==> src/rtl/pba_pkg.sv <==
// ---------------------------------------------------------------------------
// pba_pkg
// Shared constants, codes and types for the page bitmap allocator.
// ---------------------------------------------------------------------------
package pba_pkg;

    // Map geometry
    localparam int MAP_PAGES  = 16384;
    localparam int PAGE_BYTES = 4096;
    localparam int WORD_BITS  = 64;
    localparam int NUM_WORDS  = MAP_PAGES / WORD_BITS;

    localparam int PB_SH   = $clog2(PAGE_BYTES);
    localparam int WBIT_W  = $clog2(WORD_BITS);
    localparam int WADDR_W = $clog2(NUM_WORDS);
    localparam int PAGE_W  = $clog2(MAP_PAGES);
    localparam int CNT_W   = $clog2(MAP_PAGES + 1);

    // Field widths
    localparam int FUNC_W   = 1;
    localparam int N_W      = 15;
    localparam int ADDR_W   = 26;
    localparam int STATUS_W = 2;
    localparam int START_W  = 14;
    localparam int OFFS_W   = 26;
    localparam int FB_W     = 27;
    localparam int LIVE_W   = 15;

    // Sum of a page index and a page count, one spare bit
    localparam int SUM_W = ((PAGE_W > N_W) ? PAGE_W : N_W) + 1;

    // Stream payload widths, rounded up to bytes
    localparam int S_BITS      = N_W + ADDR_W;
    localparam int S_TDATA_W   = ((S_BITS + 7) / 8) * 8;
    localparam int M_BITS      = STATUS_W + START_W + OFFS_W + FB_W + LIVE_W;
    localparam int M_TDATA_W   = ((M_BITS + 7) / 8) * 8;

    localparam logic [FB_W-1:0]   TOTAL_BYTES = FB_W'(MAP_PAGES * PAGE_BYTES);
    localparam logic [LIVE_W-1:0] LIVE_MAX    = '1;

    // Request kinds
    localparam logic FUNC_ALLOC = 1'b0;
    localparam logic FUNC_FREE  = 1'b1;

    // Result status codes
    typedef enum logic [STATUS_W-1:0] {
        STATUS_OK        = 2'd0,
        STATUS_NO_RUN    = 2'd1,
        STATUS_BAD_COUNT = 2'd2
    } t_status;

    // Segment unit result
    typedef struct packed {
        logic                 hit;
        logic [WBIT_W:0]      used_cnt;
        logic [CNT_W-1:0]     seg_end;
        logic [WORD_BITS-1:0] mask;
    } t_seg_res;

endpackage

==> src/rtl/pba_seg_unit.sv <==
// ---------------------------------------------------------------------------
// pba_seg_unit
// Shared segment unit: masks the part of one map word between the current
// page and the run end, tests it for used pages and counts them.
// ---------------------------------------------------------------------------
module pba_seg_unit
    import pba_pkg::*;
(
    input  logic [WORD_BITS-1:0] i_word,
    input  logic [CNT_W-1:0]     i_pos,
    input  logic [CNT_W-1:0]     i_end,
    output t_seg_res             o_res
);

    logic [CNT_W-1:0]     base;
    logic [CNT_W-1:0]     word_end;
    logic [CNT_W-1:0]     seg_end;
    logic [WBIT_W:0]      hi_cnt;
    logic [WBIT_W-1:0]    lo;
    logic [WORD_BITS-1:0] mask;
    logic [WORD_BITS-1:0] sel;

    // Segment bounds inside the word
    always_comb begin
        base     = {i_pos[CNT_W-1:WBIT_W], WBIT_W'(0)};
        word_end = base + CNT_W'(WORD_BITS);
        seg_end  = (i_end < word_end) ? i_end : word_end;
        hi_cnt   = (WBIT_W + 1)'(seg_end - base);
        lo       = i_pos[WBIT_W-1:0];
    end

    // Bit mask, used test and used count
    always_comb begin
        mask = ~({WORD_BITS{1'b1}} << hi_cnt) & ({WORD_BITS{1'b1}} << lo);
        sel  = i_word & mask;
        o_res.hit      = |sel;
        o_res.used_cnt = (WBIT_W + 1)'($countones(sel));
        o_res.seg_end  = seg_end;
        o_res.mask     = mask;
    end

endmodule

==> config.mk <==
export PLATFORM = sky130hd
export DESIGN_NAME = pba_seg_unit
export DESIGN_NICKNAME = d
export VERILOG_FILES = /design/src/rtl/pba_pkg.sv /design/src/rtl/pba_seg_unit.sv
export SDC_FILE = /design/constraint.sdc
export NUM_CORES = 1
export LEC_CHECK = 0
export ABC_AREA = 0
export BUFFER_PORTS_ARGS = -buffer_cell sky130_fd_sc_hd__buf_4
export CORE_MARGIN = 5
export CORE_UTILIZATION = 50
export DETAILED_ROUTE_END_ITERATION = 8
export PLACE_DENSITY = 0.86
export SYNTH_ARGS = -nofsm -noshare
export SYNTH_HDL_FRONTEND = slang
export SYNTH_SLANG_ARGS = --single-unit
==> constraint.sdc <==
create_clock -name vclk -period 30
set_input_delay 3 -clock vclk [all_inputs]
set_output_delay 3 -clock vclk [all_outputs]
set_load 0.02 [all_outputs]
# --- After elaboration in Yosys (flattened, before gate mapping) ---
# Cells that the tools add are included.
classes:
  addsub: 65
  order_cmp: 1
  shifts: 2
  muxes: 1
  bitwise: 3
  reduce_logical: 1
ops:
  columns: ["cell", "count"]
  rows:
  - ["64-bit AND", 2]
  - ["1-bit by 1-bit adder with 2-bit output", 32]
  - ["64-bit NOT", 1]
  - ["64-bit OR reduction", 1]
  - ["64-bit by 6-bit << shifter with 64-bit output (first input constant)", 1]
  - ["64-bit by 7-bit << shifter with 64-bit output (first input constant)", 1]
  - ["2-bit by 2-bit adder with 3-bit output", 16]
  - ["3-bit by 3-bit adder with 4-bit output", 8]
  - ["4-bit by 4-bit adder with 5-bit output", 4]
  - ["15-bit by 7-bit adder with 15-bit output (second input constant)", 1]
  - ["15-bit < comparator", 1]
  - ["15-bit 2-to-1 mux", 1]
  - ["5-bit by 5-bit adder with 6-bit output", 2]
  - ["6-bit by 6-bit adder with 7-bit output", 1]
  - ["7-bit subtractor", 1]
totals:
  reg_bits: 0
  inputBits: 94
  out_inout_bits: 87
  wordCells: 73

# --- Logic depth before layout (Yosys ltp) ---
logic_depth:
  ltp_word: 14
  depth_mapped: 34
  ltp_nobuf: 32

# --- Worst setup path before layout ---
# OpenSTA, ideal clock, no wires.
synth_path:
  path_type: "input-to-output"
  startpoint: "input port i_pos[6]"
  endpoint: "output port o_res[84] in the netlist's numbering"
  t_arrival_ns: 11.487
  required_ns: 27.000
  setup_slack_ns: 15.513
  cell_stages: 33
  path_buffers: 3
  cell_sequence: "ha_1 > nand2_1 > or2_2 > nor2_1 > xnor2_1 > ha_1 > nand4_1 > a21oi_1 > a211oi_2 > buf_2 > buf_2 > buf_1 > nand2_1 > nor2_1 > nor4_1 > nand2_1 > fa_1 > inv_1 > fa_1 > fa_1 > fa_1 > fa_1 > fa_1 > fa_1 > inv_1 > fa_1 > inv_1 > ha_1 > a21o_1 > a21oi_1 > o21bai_1 > a21oi_1 > xor2_1"
synth_rtl:
  columns: ["element", "line", "source"]
  rows:
  - ["from (decl)", "pba_seg_unit.sv:10", "input logic [CNT_W-1:0] i_pos,"]
  - ["to (decl)", "pba_seg_unit.sv:12", "output t_seg_res o_res"]

==> metrics.csv <==
metric,value,unit
hp-class,input port to primary output,
detail-route-antenna-nets,0,
worst_slew_pin_slew,705,ps
endpoint_kind,primary output,
multi_input_area,3730,µm²
crit_path_top_delay_cell,fa_1,
power_switching,440,µW
swShare,58.3,%
holdWs,6330,ps
run_status,finished clean,
fin_crit,14970,ps
n_clock_buffer,0,
design.core.area,7810,µm²
pre_cts_ws,15130,ps
setup_viol,0,
crit_path_max_fanout,46,
drv_cap,0,
synthCells,579,
cpMostUsedCell,fa_1,
post-route-period-util,49.9,%
intPower,314,µW
finalNetCount,900,
critPathLaunchType,input port,
n_fill_cell,678,
grt_usage,36.0,%
slew_viol_final,0,
drt_wl_total,18400,µm
yosysMostFrequentCell,nand2_1,
hold_depth,3,
rsz0062_at_grt,no,
synthTopCellsByCount,"70 x nand2_1, 55 x a21oi_1, 54 x fa_1, 54 x nor2_1, 52 x inv_1",
yosys-top-cells-area,"fa_1 27%, ha_1 7.7%, a21oi_1 6.8%",
min_from,i_pos[6],
slowest_delay,570,ps
grt_max_degree,47,
cp-startpoint,i_pos[6],
postSynthAreaPerCell,7.02,µm²
path_buf_inv,9,
total_power,754,µW
syn-cell-area,4070,µm²
yosys.area.top_type,fa_1,
crit_arrival,11970,ps
fmax,66.8,MHz
drt-initial-drc-count,824,
drtPass1Iterations,6,
routed_via_density,6.35,
die_h,100,µm
syn_nets,752,
num_vias,5254,
pwr-share-comb,100.0,%
path_class,input port to primary output,
grt_pass1_vias,5202,
cp.required,27000,ps
grt-ovfl-total,0,
post-route-drc-count,0,
drive_above_1_share,27.2,%
die_area,10000,µm²
ys_types,50,
cts_resized,0,
synth_top_area_share,26.6,%
fp-row-count,32,
post_drt_wl_per_cell,22.3,µm
dp_hpwl,15300,µm
hold_viol,0,
timing.hold.worst_endpoint,o_res[70],
gp_congestion,1.02,
area_growth,33.5,%
postCtsHoldBufs,0,
grt_first_pass_wirelength,28600,µm
grt_antenna_before_repair,0,
relSlewSlack,52.8,%
synth_seq_area_share,0,%
p_leak,0.00268,µW
num_io_pins,181,
setup-tns-final,0,ps
max-vdd-ir-drop,0.401,mV
fin_ws,15030,ps
cp_top_family,adder cells,
insertedDiodeCount,0,
regArea,0,µm²
clkPwrFrac,0,%
p_per_area,139,nW/µm²
design.seq.count,0,
post_cts_buffers,0,
start_util,52.1,%
fin_util,69.5,%
yosys_warnings,0,
die_w,100,µm
seqPwrFrac,0,%
io_buffers,181,
-- power groups by stage --
stage | Combinational [µW] | Sequential [µW] | Clock (µW)
global placement | 724 | 0 | 0
floorplan | 492 | 0 | 0
finish | 754 | 0 | 0
global route | 835 | 0 | 0
detailed placement | 747 | 0 | 0
CTS | 756 | 0 | 0
-- cells in the final DEF (no fill, tap or decap), types with 12 or more instances in the layout --
cell type	synthesis	routed
ha_1	25	25
nor2_1	54	54
nand2_1	70	70
nand3_1	16	16
and2_1	23	23
fa_1	54	54
a211oi_1	12	12
a21oi_1	55	55
and3_1	15	15
buf_4	0	183
o21ai_0	41	41
inv_1	52	52
-- through the flow --
| stage | std cells | area, µm² |
|---|---|---|
| after floorplan | 579 | 4070 |
| after global placement | 827 | 5430 |
| after detailed placement | 827 | 5430 |
| after CTS | 827 | 5430 |
| after global routing | 827 | 5430 |
| final | 827 | 5430 |
-- cells by family (layout without fill, tap and decap cells) --
family	count (synthesis)	in the layout	synth area share (%)
and+or+nand+nor	224	224	27.0
xor gates and xnor gates	12	12	2.59
buffers and inverters	90	236	8.49
AOI/OAI and AO/OA	174	174	27.6
adders and majority gates	79	79	34.3
-- layout make-up --
type	instances	area share, %
inverter	53	3.67
multi-input combinational	489	68.7
timing repair buffer	183	25.3
tap	102	2.35
-- tightest hold or removal path, stage by stage --
cell	delay, ps
buf_4	120
a21oi_1	60
buf_4	150
-- metal layers --
metal / global-route usage, % / up-vias / wire [µm]
met1: 46.9 / 2428 / 6680
met3: 8.55 / 72 / 2410
met2: 56.4 / 445 / 8330
li1: - / 2309 / -
met5: 0 / - / 0
met4: 16.4 / 0 / 1010
-- how the worst max path moves through the flow --
stage	cells after the start	endpoint
after global routing	33	o_res[85]
after global placement	33	o_res[85]
final	33	o_res[85]
after floorplan	33	o_res[84]
after detailed placement	33	o_res[85]
after CTS	33	o_res[85]
Note: power is estimated with default switching activity, not from simulation.
